**src/design/lta_pkg.sv**
```systemverilog
`default_nettype none

package lta_pkg;

  // Default table geometry
  localparam int NUM_ENTRIES_DEF = 16;
  localparam int TICKET_BITS_DEF = 16;

  // Fixed field widths on the stream ports
  localparam int IDX_BITS = 4;
  localparam int AMT_BITS = 16;
  localparam int RND_BITS = 32;
  localparam int IN_DATA_BITS  = 64;
  localparam int OUT_DATA_BITS = 24;

  typedef enum logic [1:0] {
    OP_LOAD = 2'd0,
    OP_DRAW = 2'd1,
    OP_XFER = 2'd2,
    OP_NONE = 2'd3
  } lta_op_e;

  // Broadcast command from the sequencer to every cell
  typedef struct packed {
    logic                load;      // write entry src with amount/runnable
    logic                apply;     // commit a transfer
    logic                walk;      // collect chain searches for the winner
    logic [IDX_BITS-1:0] src;
    logic [IDX_BITS-1:0] dst;
    logic [AMT_BITS-1:0] amount;
    logic                runnable;
  } lta_cmd_t;

endpackage

`default_nettype wire

```
**src/design/lottery_ticket_arbiter_unit.sv**
```systemverilog
// Channel  Dir  Handshake                 tuser  tdata
// s_axis   in   s_axis_tvalid/tready      op     entry_index, dest_index, ticket_amount,
//                                                 runnable, random_value
// m_axis   out  m_axis_tvalid/tready      -      winner_index, winner_valid, moved_tickets
//
// A load writes one entry; an unused op only returns zeros. A transfer ripples down the
// cell row to collect the amount, then commits it. A draw ripples the ticket sum down the
// cell row, runs the bit-serial modulo unit, then ripples the winner search back down the row.
// One item is in work at a time; the output register frees the input side while a
// result waits. Reset clears the table (all counts zero, nothing runnable) at once.
// A stalled output holds its result; tready stays low from the next accepted item
// until that item's result can move into the output register.
`default_nettype none

module lottery_ticket_arbiter_unit #(
  parameter int NUM_ENTRIES = lta_pkg::NUM_ENTRIES_DEF,
  parameter int TICKET_BITS = lta_pkg::TICKET_BITS_DEF
) (
  input  wire                                  clk_i,
  input  wire                                  rst_ni,
  input  wire                                  s_axis_tvalid_i,
  output logic                                 s_axis_tready_o,
  // [3:0] entry_index, [7:4] dest_index, [23:8] ticket_amount, [24] runnable,
  // [56:25] random_value, [63:57] zero
  input  wire [lta_pkg::IN_DATA_BITS-1:0]      s_axis_tdata_i,
  // [1:0] op
  input  wire [1:0]                            s_axis_tuser_i,
  output logic                                 m_axis_tvalid_o,
  input  wire                                  m_axis_tready_i,
  // [3:0] winner_index, [4] winner_valid, [20:5] moved_tickets, [23:21] zero
  output logic [lta_pkg::OUT_DATA_BITS-1:0]    m_axis_tdata_o
);

  localparam int IdxW  = lta_pkg::IDX_BITS;
  localparam int AmtW  = lta_pkg::AMT_BITS;
  localparam int RndW  = lta_pkg::RND_BITS;
  localparam int EntW  = $clog2(NUM_ENTRIES);
  localparam int SumW  = TICKET_BITS + EntW;
  localparam int DataW = (TICKET_BITS > EntW) ? TICKET_BITS : EntW;
  localparam int CntW  = $clog2(NUM_ENTRIES + 1);
  localparam int OutW  = lta_pkg::OUT_DATA_BITS;

  typedef enum logic [2:0] {
    S_IDLE,
    S_LOAD,
    S_SUM,
    S_DIV,
    S_WALK,
    S_XCOL,
    S_XAPP,
    S_DONE
  } state_e;

  state_e               state_q;
  logic [CntW-1:0]      cnt_q;
  lta_pkg::lta_op_e     op_in;
  logic [IdxW-1:0]      src_q, dst_q;
  logic [AmtW-1:0]      amt_q;
  logic                 run_q;
  logic [RndW-1:0]      rnd_q;
  logic [IdxW-1:0]      res_win_q;
  logic                 res_valid_q;
  logic [AmtW-1:0]      res_moved_q;
  logic                 m_valid_q;
  logic [OutW-1:0]      m_data_q;

  lta_pkg::lta_cmd_t    cmd;
  logic                 in_xfer;
  logic                 cnt_end;
  logic                 xfer_ok;
  logic                 out_load;
  logic                 div_start, div_done;
  logic [SumW-1:0]      pick;
  logic [SumW-1:0]      total;
  logic                 end_hit;
  logic [DataW-1:0]     end_data;
  logic [TICKET_BITS-1:0] moved;

  logic [SumW-1:0]      sum_w  [NUM_ENTRIES];
  logic                 hit_w  [NUM_ENTRIES];
  logic [DataW-1:0]     data_w [NUM_ENTRIES];

  assign op_in   = lta_pkg::lta_op_e'(s_axis_tuser_i);
  assign xfer_ok = (int'(s_axis_tdata_i[3:0]) < NUM_ENTRIES) &&
                   (int'(s_axis_tdata_i[7:4]) < NUM_ENTRIES);
  assign cnt_end = (cnt_q == CntW'(NUM_ENTRIES));

  // The chain only collects transfer amounts while a transfer is in flight
  assign in_xfer = (state_q == S_XCOL) || (state_q == S_XAPP);

  // Move a finished result into the output register once it is free
  assign out_load = (state_q == S_DONE) && (!m_valid_q || m_axis_tready_i);

  always_comb begin
    cmd          = '0;
    cmd.load     = (state_q == S_LOAD);
    cmd.apply    = (state_q == S_XAPP);
    cmd.walk     = !in_xfer;
    cmd.src      = src_q;
    cmd.dst      = dst_q;
    cmd.amount   = amt_q;
    cmd.runnable = run_q;
  end

  assign total    = sum_w[NUM_ENTRIES-1];
  assign end_hit  = hit_w[NUM_ENTRIES-1];
  assign end_data = data_w[NUM_ENTRIES-1];
  assign moved    = TICKET_BITS'(end_data);

  // Row of cells: each holds one entry and passes sum and search results onward
  for (genvar k = 0; k < NUM_ENTRIES; k++) begin : g_cell
    logic [SumW-1:0]  sum_in;
    logic             hit_in;
    logic [DataW-1:0] data_in;

    if (k == 0) begin : g_head
      assign sum_in  = '0;
      assign hit_in  = 1'b0;
      assign data_in = '0;
    end else begin : g_link
      assign sum_in  = sum_w[k-1];
      assign hit_in  = hit_w[k-1];
      assign data_in = data_w[k-1];
    end

    lta_cell #(
      .CELL_IDX    (k),
      .TICKET_BITS (TICKET_BITS),
      .SUM_W       (SumW),
      .DATA_W      (DataW)
    ) u_cell (
      .clk_i   (clk_i),
      .rst_ni  (rst_ni),
      .cmd_i   (cmd),
      .pick_i  (pick),
      .moved_i (moved),
      .sum_i   (sum_in),
      .sum_o   (sum_w[k]),
      .hit_i   (hit_in),
      .hit_o   (hit_w[k]),
      .data_i  (data_in),
      .data_o  (data_w[k])
    );
  end

  // Draw value = random mod total; a zero total gives no hit in the walk anyway
  assign div_start = (state_q == S_SUM) && cnt_end;

  lta_mod #(
    .DVD_W (RndW),
    .DVS_W (SumW)
  ) u_mod (
    .clk_i      (clk_i),
    .rst_ni     (rst_ni),
    .start_i    (div_start),
    .dividend_i (rnd_q),
    .divisor_i  (total),
    .done_o     (div_done),
    .rem_o      (pick)
  );

  assign s_axis_tready_o = (state_q == S_IDLE);
  assign m_axis_tvalid_o = m_valid_q;
  assign m_axis_tdata_o  = m_data_q;

  always_ff @(posedge clk_i or negedge rst_ni) begin
    if (!rst_ni) begin
      state_q     <= S_IDLE;
      cnt_q       <= '0;
      src_q       <= '0;
      dst_q       <= '0;
      amt_q       <= '0;
      run_q       <= 1'b0;
      rnd_q       <= '0;
      res_win_q   <= '0;
      res_valid_q <= 1'b0;
      res_moved_q <= '0;
      m_valid_q   <= 1'b0;
      m_data_q    <= '0;
    end else begin
      // Load a finished result, or drop the output once it is taken
      if (out_load) begin
        m_valid_q <= 1'b1;
        m_data_q  <= OutW'({res_moved_q, res_valid_q, res_win_q});
      end else if (m_axis_tready_i) begin
        m_valid_q <= 1'b0;
      end

      unique case (state_q)
        S_IDLE: begin
          cnt_q <= '0;
          if (s_axis_tvalid_i) begin
            src_q       <= s_axis_tdata_i[3:0];
            dst_q       <= s_axis_tdata_i[7:4];
            amt_q       <= s_axis_tdata_i[23:8];
            run_q       <= s_axis_tdata_i[24];
            rnd_q       <= s_axis_tdata_i[56:25];
            res_win_q   <= '0;
            res_valid_q <= 1'b0;
            res_moved_q <= '0;
            unique case (op_in)
              lta_pkg::OP_LOAD: state_q <= S_LOAD;
              lta_pkg::OP_DRAW: state_q <= S_SUM;
              lta_pkg::OP_XFER: state_q <= xfer_ok ? S_XCOL : S_DONE;
              lta_pkg::OP_NONE: state_q <= S_DONE;
              default:          state_q <= S_DONE;
            endcase
          end
        end
        S_LOAD: begin
          state_q <= S_DONE;
        end
        S_SUM: begin
          // Let the running sum settle down the whole row
          cnt_q <= cnt_q + 1'b1;
          if (cnt_end) begin
            state_q <= S_DIV;
          end
        end
        S_DIV: begin
          cnt_q <= '0;
          if (div_done) begin
            state_q <= S_WALK;
          end
        end
        S_WALK: begin
          cnt_q <= cnt_q + 1'b1;
          if (cnt_end) begin
            res_win_q   <= end_data[IdxW-1:0];
            res_valid_q <= end_hit;
            state_q     <= S_DONE;
          end
        end
        S_XCOL: begin
          cnt_q <= cnt_q + 1'b1;
          if (cnt_end) begin
            state_q <= S_XAPP;
          end
        end
        S_XAPP: begin
          res_moved_q <= AmtW'(moved);
          state_q     <= S_DONE;
        end
        S_DONE: begin
          // Hand the result to the output register once it is free
          if (out_load) begin
            state_q <= S_IDLE;
          end
        end
        default: begin
          state_q <= S_IDLE;
        end
      endcase
    end
  end

`ifndef SYNTHESIS
  a_accept_leaves_idle: assert property (@(posedge clk_i) disable iff (!rst_ni)
    (s_axis_tvalid_i && s_axis_tready_o) |=> (state_q != S_IDLE))
    else $error("accepted item did not start work");

  a_div_done_in_div: assert property (@(posedge clk_i) disable iff (!rst_ni)
    div_done |-> (state_q == S_DIV))
    else $error("modulo unit finished outside a draw");

  a_moved_bounded: assert property (@(posedge clk_i) disable iff (!rst_ni)
    (state_q == S_XAPP) |-> (32'(moved) <= 32'(amt_q)))
    else $error("transfer moved more than requested");

  a_winner_needs_total: assert property (@(posedge clk_i) disable iff (!rst_ni)
    ((state_q == S_WALK) && cnt_end && end_hit) |-> (total != '0))
    else $error("winner granted with zero runnable tickets");
`endif

endmodule

`default_nettype wire

```
**src/design/lta_cell.sv**
```systemverilog
`default_nettype none

module lta_cell #(
  parameter int CELL_IDX    = 0,
  parameter int TICKET_BITS = lta_pkg::TICKET_BITS_DEF,
  parameter int SUM_W       = 20,
  parameter int DATA_W      = 16
) (
  input  wire                    clk_i,
  input  wire                    rst_ni,
  input  lta_pkg::lta_cmd_t      cmd_i,
  input  wire [SUM_W-1:0]        pick_i,
  input  wire [TICKET_BITS-1:0]  moved_i,
  input  wire [SUM_W-1:0]        sum_i,
  output logic [SUM_W-1:0]       sum_o,
  input  wire                    hit_i,
  output logic                   hit_o,
  input  wire [DATA_W-1:0]       data_i,
  output logic [DATA_W-1:0]      data_o
);

  localparam int CmpW = (TICKET_BITS > lta_pkg::AMT_BITS) ? TICKET_BITS : lta_pkg::AMT_BITS;

  logic [TICKET_BITS-1:0] tickets_q, tickets_d;
  logic                   run_q, run_d;
  logic [SUM_W-1:0]       sum_q, sum_d;
  logic                   hit_q, hit_d;
  logic [DATA_W-1:0]      data_q, data_d;

  logic                   match_src, match_dst;
  logic                   want_more;
  logic [TICKET_BITS-1:0] local_moved;
  logic                   local_hit;
  logic [DATA_W-1:0]      local_data;
  logic [TICKET_BITS-1:0] base;
  logic [TICKET_BITS:0]   grown;
  logic [TICKET_BITS-1:0] dst_new;

  assign match_src = (int'(cmd_i.src) == CELL_IDX);
  assign match_dst = (int'(cmd_i.dst) == CELL_IDX);

  // Tickets this entry would give up as a transfer source
  assign want_more   = CmpW'(tickets_q) < CmpW'(cmd_i.amount);
  assign local_moved = want_more ? tickets_q : TICKET_BITS'(cmd_i.amount);

  // Running ticket sum, one entry per stage
  assign sum_d = sum_i + (run_q ? SUM_W'(tickets_q) : '0);

  // Collect chain: first hit along the row keeps its data
  assign local_hit  = cmd_i.walk ? (pick_i < sum_q) : match_src;
  assign local_data = cmd_i.walk ? DATA_W'(CELL_IDX) : DATA_W'(local_moved);
  assign hit_d      = hit_i | local_hit;
  assign data_d     = hit_i ? data_i : (local_hit ? local_data : '0);

  // Transfer commit; a same-entry transfer subtracts and adds back
  assign base    = match_src ? (tickets_q - moved_i) : tickets_q;
  assign grown   = {1'b0, base} + {1'b0, moved_i};
  assign dst_new = grown[TICKET_BITS] ? '1 : grown[TICKET_BITS-1:0];

  always_comb begin
    tickets_d = tickets_q;
    run_d     = run_q;
    if (cmd_i.load && match_src) begin
      tickets_d = TICKET_BITS'(cmd_i.amount);
      run_d     = cmd_i.runnable;
    end else if (cmd_i.apply) begin
      if (match_dst) begin
        tickets_d = dst_new;
      end else if (match_src) begin
        tickets_d = base;
      end
    end
  end

  always_ff @(posedge clk_i or negedge rst_ni) begin
    if (!rst_ni) begin
      tickets_q <= '0;
      run_q     <= 1'b0;
      sum_q     <= '0;
      hit_q     <= 1'b0;
      data_q    <= '0;
    end else begin
      tickets_q <= tickets_d;
      run_q     <= run_d;
      sum_q     <= sum_d;
      hit_q     <= hit_d;
      data_q    <= data_d;
    end
  end

  assign sum_o  = sum_q;
  assign hit_o  = hit_q;
  assign data_o = data_q;

endmodule

`default_nettype wire

```
**src/design/lta_mod.sv**
```systemverilog
`default_nettype none

module lta_mod #(
  parameter int DVD_W = lta_pkg::RND_BITS,
  parameter int DVS_W = 20
) (
  input  wire              clk_i,
  input  wire              rst_ni,
  input  wire              start_i,
  input  wire [DVD_W-1:0]  dividend_i,
  input  wire [DVS_W-1:0]  divisor_i,
  output logic             done_o,
  output logic [DVS_W-1:0] rem_o
);

  localparam int StepW = (DVD_W > 1) ? $clog2(DVD_W) : 1;

  logic             busy_q;
  logic [StepW-1:0] step_q;
  logic [DVD_W-1:0] dvd_q;
  logic [DVS_W-1:0] dvs_q;
  logic [DVS_W-1:0] rem_q;
  logic [DVS_W:0]   trial;
  logic             fits;

  // Restoring step: bring down one dividend bit, subtract if it fits
  assign trial  = {rem_q, dvd_q[DVD_W-1]};
  assign fits   = trial >= {1'b0, dvs_q};
  assign done_o = busy_q && (step_q == StepW'(DVD_W - 1));
  assign rem_o  = rem_q;

  always_ff @(posedge clk_i or negedge rst_ni) begin
    if (!rst_ni) begin
      busy_q <= 1'b0;
      step_q <= '0;
      dvd_q  <= '0;
      dvs_q  <= '0;
      rem_q  <= '0;
    end else if (start_i) begin
      busy_q <= 1'b1;
      step_q <= '0;
      dvd_q  <= dividend_i;
      dvs_q  <= divisor_i;
      rem_q  <= '0;
    end else if (busy_q) begin
      rem_q  <= fits ? DVS_W'(trial - {1'b0, dvs_q}) : trial[DVS_W-1:0];
      dvd_q  <= dvd_q << 1;
      step_q <= step_q + 1'b1;
      if (done_o) begin
        busy_q <= 1'b0;
      end
    end
  end

endmodule

`default_nettype wire

```
**config.mk**
```make
export PLATFORM = sky130hd
export DESIGN_NAME = lottery_ticket_arbiter_unit
export DESIGN_NICKNAME = d
export VERILOG_FILES = /design/src/design/lta_pkg.sv /design/src/design/lottery_ticket_arbiter_unit.sv /design/src/design/lta_cell.sv /design/src/design/lta_mod.sv
export SDC_FILE = /design/constraint.sdc
export NUM_CORES = 2
export LEC_CHECK = 0
export BUFFER_PORTS_ARGS = -buffer_cell sky130_fd_sc_hd__buf_2
export CAP_MARGIN = 20
export CORE_ASPECT_RATIO = 0.8
export CORE_UTILIZATION = 50
export CTS_CLUSTER_SIZE = 28
export DETAILED_ROUTE_END_ITERATION = 16
export PLACE_DENSITY = 0.66
export RECOVER_POWER = 50
export SETUP_SLACK_MARGIN = 0.15
export SKIP_LAST_GASP = 1
export SLEW_MARGIN = 20
export SYNTH_ARGS = -nofsm -noshare
export SYNTH_HDL_FRONTEND = slang
export SYNTH_SLANG_ARGS = --single-unit
export TNS_END_PERCENT = 1
```
**constraint.sdc**
```tcl
create_clock -name clk_i -period 6.7 [get_ports clk_i]
set_input_delay 1.675 -clock clk_i [delete_from_list [all_inputs] [get_ports clk_i]]
set_output_delay 1.675 -clock clk_i [all_outputs]
set_load 0.01 [all_outputs]
```
# Word-level counts from Yosys, hierarchy flattened
# Cells that the tools add are included.
[totals] wordCells=549 inputBits=70 regBits=1050 output_inout_bits=26
[op_classes] reduce_logical=86 mux=220 addsub=50 eq_ne=48 magnitude_cmp=33 bitwise=15
[ops] op="2-to-1 mux 16 bit" n=176
[ops] op="< comparator 20 bit" n=16
[ops] op="adder 20 bit" n=15
[ops] op="adder 16 x 16 -> 17 bit" n=16
[ops] op="< comparator 16 bit" n=16
[ops] op="subtractor 16 bit" n=16
[ops] op="== test 4 bit (second input constant)" n=16
[ops] op="2-to-1 mux 32 bit" n=2
[ops] op="2-to-1 mux 20 bit" n=3
[ops] op="nonzero test 3 bit" n=16
[ops] op="nonzero test 2 bit" n=21
[ops] op="AND reduction 2 bit" n=18
[ops] op="== test 4 x 3 -> 1 bit (second input constant)" n=8
[ops] op="one-hot mux 16 bit (2 select lines)" n=1
[ops] op="2-to-1 mux 1 bit" n=23
[ops] op=">= comparator 21 x 20 -> 1 bit" n=1
[ops] op="one-hot mux 3 bit (7 select lines)" n=1
[ops] op="subtractor 20 bit" n=1
[ops] op="logical AND 1 bit" n=19
[ops] op="2-to-1 mux 3 bit" n=6
[ops] op="== test 4 x 2 -> 1 bit (second input constant)" n=4
[ops] op="OR 1 bit" n=15
[ops] op="== test 3 bit (second input constant)" n=4
[ops] op="inequality test 2 bit (second input constant)" n=6
[ops] op="other kinds (22)" n=32

# Longest topological paths before layout
[logic_depth] ltp_word=7 ltp_mapped=24 ltp_nobuf=23

# Cells and area by module
# A second synthesis with hierarchy kept.
[hier_totals] cells_unflattened=11668 hier_area_um2=99601.8
[modules_own_cells] module="lta_cell (g_cell[6].u_cell)" seq_area_each_um2=1351.3 area_per_inst_um2=5864.4 n_inst=1 cells_per_inst=721
[modules_own_cells] module="lta_cell (g_cell[5].u_cell)" seq_area_each_um2=1351.3 area_per_inst_um2=5844.4 n_inst=1 cells_per_inst=721
[modules_own_cells] module="lta_cell (g_cell[13].u_cell)" seq_area_each_um2=1351.3 area_per_inst_um2=5813.1 n_inst=1 cells_per_inst=689
[modules_own_cells] module="lta_cell (g_cell[12].u_cell)" seq_area_each_um2=1351.3 area_per_inst_um2=5774.3 n_inst=1 cells_per_inst=702
[modules_own_cells] module="lta_cell (g_cell[8].u_cell)" seq_area_each_um2=1351.3 area_per_inst_um2=5726.7 n_inst=1 cells_per_inst=675
[modules_own_cells] module="lta_cell (g_cell[9].u_cell)" seq_area_each_um2=1351.3 area_per_inst_um2=5718.0 n_inst=1 cells_per_inst=679
[modules_own_cells] module="lta_cell (g_cell[2].u_cell)" seq_area_each_um2=1351.3 area_per_inst_um2=5695.5 n_inst=1 cells_per_inst=672
[modules_own_cells] module="lta_cell (g_cell[14].u_cell)" seq_area_each_um2=1351.3 area_per_inst_um2=5680.4 n_inst=1 cells_per_inst=692
[modules_own_cells] module="lta_cell (g_cell[10].u_cell)" seq_area_each_um2=1351.3 area_per_inst_um2=5651.7 n_inst=1 cells_per_inst=670
[modules_own_cells] module="lta_cell (g_cell[4].u_cell)" seq_area_each_um2=1351.3 area_per_inst_um2=5640.4 n_inst=1 cells_per_inst=692
[modules_own_cells] module="lta_cell (g_cell[11].u_cell)" seq_area_each_um2=1351.3 area_per_inst_um2=5574.1 n_inst=1 cells_per_inst=665
[modules_own_cells] module="lta_cell (g_cell[15].u_cell)" seq_area_each_um2=1351.3 area_per_inst_um2=5570.3 n_inst=1 cells_per_inst=660
[modules_own_cells] module="lta_cell (g_cell[1].u_cell)" seq_area_each_um2=1351.3 area_per_inst_um2=5512.8 n_inst=1 cells_per_inst=659
[modules_own_cells] module="lta_cell (g_cell[7].u_cell)" seq_area_each_um2=1351.3 area_per_inst_um2=5505.3 n_inst=1 cells_per_inst=644
[modules_own_cells] module="+4 rows"

# Least setup slack after synthesis
# Ideal clock, no wire load.
[synth_path] kind="register -> register" startpoint="register g_cell[15].u_cell.data_q[1]" endpoint="register g_cell[7].u_cell.tickets_q[9]" path_slack_ns=-0.093 setup_ns=0.162 t_arrival_ns=6.630 stages_incl_launch_ff=20 period_less_slack_ns=6.793 cell_sequence="dfrtp_1 inv_1 ha_1 nand2b_1 a21oi_1 o41ai_1 o21ai_0 o31ai_1 xor2_1 o21ai_0 ha_1 nand4_1 nor3_1 a2111oi_4 nor3b_1 or4b_1 buf_2 buf_6 o221ai_1 o221ai_1"
[synth_via] elab_chain_cells=7 elab_cells_between_ends=8
[synth_rtl] item="start: declaration" line="lta_cell.sv:28" rtl="logic [DATA_W-1:0] data_q, data_d;"
[synth_rtl] item="start signal: assignment" line="lta_cell.sv:87" rtl="data_q <= data_d;"
[synth_rtl] item="subtractor 16 bit" line="lta_cell.sv:56" rtl="assign base = match_src ? (tickets_q - moved_i) : tickets_q;"
[synth_rtl] item="2-to-1 mux 16 bit" line="lta_cell.sv:56"
[synth_rtl] item="adder 16 x 16 -> 17 bit" line="lta_cell.sv:57" rtl="assign grown = {1'b0, base} + {1'b0, moved_i};"
[synth_rtl] item="2-to-1 mux 16 bit" line="lta_cell.sv:58" rtl="assign dst_new = grown[TICKET_BITS] ? '1 : grown[TICKET_BITS-1:0];"
[synth_rtl] item="2-to-1 mux 16 bit *" line="lta_cell.sv:67" rtl="if (match_dst) begin"
[synth_rtl] item="2-to-1 mux 16 bit *" line="lta_cell.sv:66" rtl="end else if (cmd_i.apply) begin"
[synth_rtl] item="2-to-1 mux 16 bit *" line="lta_cell.sv:63" rtl="if (cmd_i.load && match_src) begin"
[synth_rtl] item="end signal: assignment" line="lta_cell.sv:83" rtl="tickets_q <= tickets_d;"
[synth_rtl] item="end: declaration" line="lta_cell.sv:24" rtl="logic [TICKET_BITS-1:0] tickets_q, tickets_d;"
# Mark *: on every way between the ends. The rest lies on a longest branch, timed or not. The select of a mux whose other input is x is not followed.
# A chain may end at the register's enable or synchronous reset.

# Worst setup path after layout
[layout_path] startpoint="register g_cell[15].u_cell.data_q[5]" endpoint="register g_cell[7].u_cell.tickets_q[13]"
# The elaborated chain is that of the path after synthesis.

==> implementation parameters <==
Parameter                              Value

Routing
  DRT iter0 DRCs ... 10,500
  Post-DR vias/cell ... 6.51
  DRC errors left ... 0
  Residual antenna-violating net count after detailed routing ... 0
  DR WL/cell ... 28.7 um
  Wire length reported by the detailed router ... 375,000 um
  Routed vias ... 85,300
  First-pass detailed-route iteration total ... 6

Clock tree
  Clock tree from TritonCTS ... built
  Clock-pin slew of the registers on the worst-case setup and hold paths ... 0.07 ns
  Root cell of the clock tree ... clkbuf_16
  Total CTS buffers ... 117
  Number of buffers on the longest clock path ... 3
  Number of sinks on the clock net ... 1,040
  Hold-fix buffers at CTS ... 0
  Worst-Skew Late Latency ... 0.81 ns
  Deepest level of the CTS H-tree ... 3

Worst setup path
  Data required, critical path ... 7.37 ns
  Crit-path most repeated cell ... o21ai_0
  Length in cells of the worst reg-to-reg path ... 16
  Startpoint type of the worst setup path ... flop
  Category of the most critical setup path ... flop to flop
  Worst Path Arrival ... 6.90 ns
  R2R Path End ... g_cell[7].u_cell.tickets_q[13]$_DFFE_PN0P_
  Critical register-to-register path startpoint ... g_cell[15].u_cell.data_o[5]$_DFF_PN0_
  Critical Path End Type ... flop
  Flop2flop setup slack ... 0.47 ns
  Max stage delay on crit path ... 0.84 ns
  Cell with the largest stage delay on the worst path ... or4b_1
  Max Fanout on Critical Path ... 16
  CP cell instances ... clkinv_1, ha_1, o41ai_1, o21ai_0, o31ai_1, xor2_1, o21ai_0, ha_1, nand4_1, nor3_1, a2111oi_4, nor3b_1, or4b_1, nor3_1, o21ai_0, o21a_1

Die
  Chip height ... 382 um
  Initial cell density of the core ... 50.4%
  Area enclosed by the die boundary ... 183,000 um^2
  Die width ... 477 um
  Row cnt ... 139
  Placeable core region ... 179,000 um^2
  Total I/O pin count ... 96

Finish
  Share of final-layout standard cells stronger than drive strength 1 ... 7.06%
  Synthesis-to-layout area growth ... 9.49%
  Net count, final ... 12,000
  Final cell utilization of the core ... 55.2%

Job
  Maximum Capacitance Violations ... 2

STA
  Highest Clock Rate ... 160 MHz
  Headroom to the max-slew limit ... -218%
  Fraction of the cycle the final worst path needs ... 93.1%
  Number of slew-limit violations in the final report ... 95
  Tmin final ... 6.23 ns
  Final count of negative-setup-slack endpoints ... 0
  Number of endpoints with negative hold slack in the final report ... 0
  Skew final ... 0.0397 ns
  Transition at the pin with the smallest max-transition slack ... 4.77 ns
  Total negative slack ... 0 ns
  Setup repair after global routing missed its margin ... false

Yosys
  Number of synthesized flops with an enable pin ... 0
  Share of synthesized registers carrying an async set or reset ... 100%
  Post-synth cell types ... 85
  Syn. warnings ... 0
  Part of the Yosys area used for sequential elements ... 28.8%
  Cell area after synthesis ... 90,400 um^2
  Prevailing post-synth register cell ... dfrtp_1
  Post-synthesis register bit count ... 1,040
  Post-Syn Instances ... 10,500
  Avg Cell Area, Syn ... 8.63 um^2

Global route
  Grt met3 use ... 12.0%
  Maximum number of pins on one net before global-route repair ... 137
  Met1 usage in global routing ... 53.3%
  Top Usage Layer GRT ... met2
  Overall Global Routing Usage ... 40.0%
  Overflow left after global routing ... 0
  Antenna violations before repair ... 45
  Vias in the first global route ... 79,400
  Global-route wire length before repair ... 538,000 um
  Global-route met2 utilization ... 57.0%

Power
  Leakage power of the design ... 48.5 nW
  Worst vdd rail ir drop ... 0.000408 V
  Ratio of total power to cell area ... 536 nW/um^2

Hold path
  Cell count of the worst hold path ... 2
  Worst hold path endpoint ... g_cell[3].u_cell.data_o[9]$_DFF_PN0_
  Kind of path behind the tightest hold check ... flop to flop
  Min-delay src ... g_cell[2].u_cell.data_o[9]$_DFF_PN0_

Placement
  Number of buffers inserted by port buffering ... 85
  DPL Wire Length ... 271,000 um
  Global placer's final weighted congestion ... 1.03

Outcome
  Outcome ... complete, but fails checks
  Violations in the final reports ... max-capacitance violations, max-slew violations
==> power breakdown <==
part | total (W) | switching (W) | internal (W)
Clock | 0.00719 | 0.00308 | 0.00411
Sequential | 0.0111 | 0.00301 | 0.00804
Combinational | 0.0348 | 0.0214 | 0.0134
==> through the flow <==
step | power [W] | hold slack [ns] | setup WS (ns) | cell area (um^2) | cells
after floorplan | 0.0329 | 0.426 | 0.931 | 90400 | 10500
after global placement | 0.0435 | 0.440 | 0.663 | 94700 | 12800
after detailed placement | 0.0444 | 0.442 | 0.580 | 94700 | 12800
after CTS | 0.0518 | 0.458 | 0.506 | 98900 | 13100
after global routing | 0.0562 | 0.480 | 0.156 | 99000 | 13100
final | 0.0530 | 0.458 | 0.465 | 99000 | 13100
==> worst max-delay path, delay by kind of cell (launching register included) <==
family / cells / cell delay (ns)
buffers and inverters: 1 / 0.76
AO/OA/AOI/OAI: 7 / 2.42
adder cells (fa/ha/maj): 2 / 0.99
flip-flops: 1 / 0.36
AND/OR/NAND/NOR: 5 / 1.42
XOR/XNOR: 1 / 0.13
==> logic make-up (layout without fill, tap and decap cells) <==
logic type	Yosys count	in the layout	share of synthesized area (%)
buf+inv	988	1178	4.18
compound gates	3150	3150	22.2
fa+ha+maj	1358	1358	19.2
other cells	1	25	0.00415
flops	1040	1040	28.8
mux	363	363	4.12
xor+xnor	634	634	6.16
simple gates	2943	2943	15.4
==> flip-flops by register name, summed over array words and instances (netlist names), 20 cells and up <==
register and cells:
g_cell.u_cell.data_o 256, g_cell.u_cell.sum_o 310, g_cell.u_cell.tickets_q 256, m_axis_tdata_o 21
rnd_q 32, u_mod.dvd_q 32, u_mod.dvs_q 20, u_mod.rem_o 20
==> cell usage after synthesis (26+ instances only) <==
cell | number | area [um^2]
ha_1 | 1310 | 16400
dfrtp_1 | 1040 | 26000
nand2_1 | 1036 | 3890
o21ai_0 | 975 | 4880
a21oi_1 | 640 | 3200
inv_1 | 615 | 2310
nor2_1 | 593 | 2230
xnor2_1 | 416 | 3640
clkbuf_1 | 329 | 1230
a21o_1 | 319 | 2390
mux2i_1 | 287 | 2870
and2_1 | 276 | 1730
nand3_1 | 265 | 1330
xor2_1 | 217 | 1900
nor3_1 | 163 | 816
o221ai_1 | 159 | 1390
nand2b_1 | 154 | 963
o21a_1 | 153 | 1150
nor2b_1 | 151 | 945
o22ai_1 | 126 | 788
a211oi_1 | 107 | 803
o211ai_1 | 98 | 736
a31oi_1 | 89 | 557
nand4_1 | 79 | 494
mux2_2 | 76 | 856
and3_1 | 58 | 363
a22oi_1 | 51 | 383
fa_1 | 48 | 961
o31ai_1 | 48 | 360
or3_1 | 47 | 294
o21bai_1 | 44 | 330
a221oi_1 | 40 | 350
a21boi_0 | 39 | 293
buf_2 | 30 | 150
nor4_1 | 29 | 181
nand3b_1 | 26 | 195
==> final cells by class <==
cell class | instances | area, um^2
flip-flops and latches | 1040 | 26100
clock inverters | 62 | 948
repair buffers | 345 | 2580
well taps | 2397 | 3000
fillers | 16300 | 80500
clock buffers | 156 | 3290
multi-input cells | 8451 | 60800
diodes | 22 | 55.1
inverters | 615 | 2310
==> cells in the final DEF (no fill, tap or decap), types with 84 or more instances in the layout <==
master / n
mux2i_1: 287
a211oi_1: 107
nor2_1: 589
nand3_1: 265
dfrtp_1: 1020
nor3_1: 156
clkbuf_16: 117
nand2_1: 1032
buf_4: 232
and2_1: 247
a21oi_1: 639
nor2b_1: 150
nand2b_1: 154
buf_2: 84
o211ai_1: 98
o22ai_1: 126
a21o_1: 319
a31oi_1: 89
xnor2_1: 416
o221ai_1: 159
ha_1: 1310
o21ai_0: 972
xor2_1: 217
inv_1: 593
o21a_1: 152
==> repair_timing <==
action	in CTS	in global routing
endpoints found under the setup margin	0	3
gates resized for setup	0	1
hold endpoints to repair	0	0
buffers inserted	0	0
==> how the worst max path moves through the flow <==
| stage | start | end | slack (ns) | depth (start not counted) |
|---|---|---|---|---|
| 2_1_floorplan | g_cell[15].u_cell.data_o[1]$_DFF_PN0_ | g_cell[7].u_cell.tickets_q[9]$_DFFE_PN0P_ | 0.93 | 19 |
| 3_5_place_dp | g_cell[15].u_cell.data_o[5]$_DFF_PN0_ | g_cell[7].u_cell.tickets_q[13]$_DFFE_PN0P_ | 0.58 | 16 |
| 4_1_cts | g_cell[15].u_cell.data_o[5]$_DFF_PN0_ | g_cell[7].u_cell.tickets_q[13]$_DFFE_PN0P_ | 0.51 | 16 |
| 6_report | g_cell[15].u_cell.data_o[5]$_DFF_PN0_ | g_cell[7].u_cell.tickets_q[13]$_DFFE_PN0P_ | 0.47 | 16 |
| 3_3_place_gp | g_cell[15].u_cell.data_o[5]$_DFF_PN0_ | g_cell[7].u_cell.tickets_q[13]$_DFFE_PN0P_ | 0.66 | 16 |
| 5_1_grt | g_cell[15].u_cell.data_o[5]$_DFF_PN0_ | g_cell[7].u_cell.tickets_q[7]$_DFFE_PN0P_ | 0.16 | 15 |
==> metal layers <==
metal | wire length (um) | up-vias
met5 | 249 | -
met4 | 26300 | 34
met3 | 45500 | 1181
met2 | 152000 | 4789
met1 | 152000 | 41100
li1 | - | 38100
(Power assumes the default switching activity.)
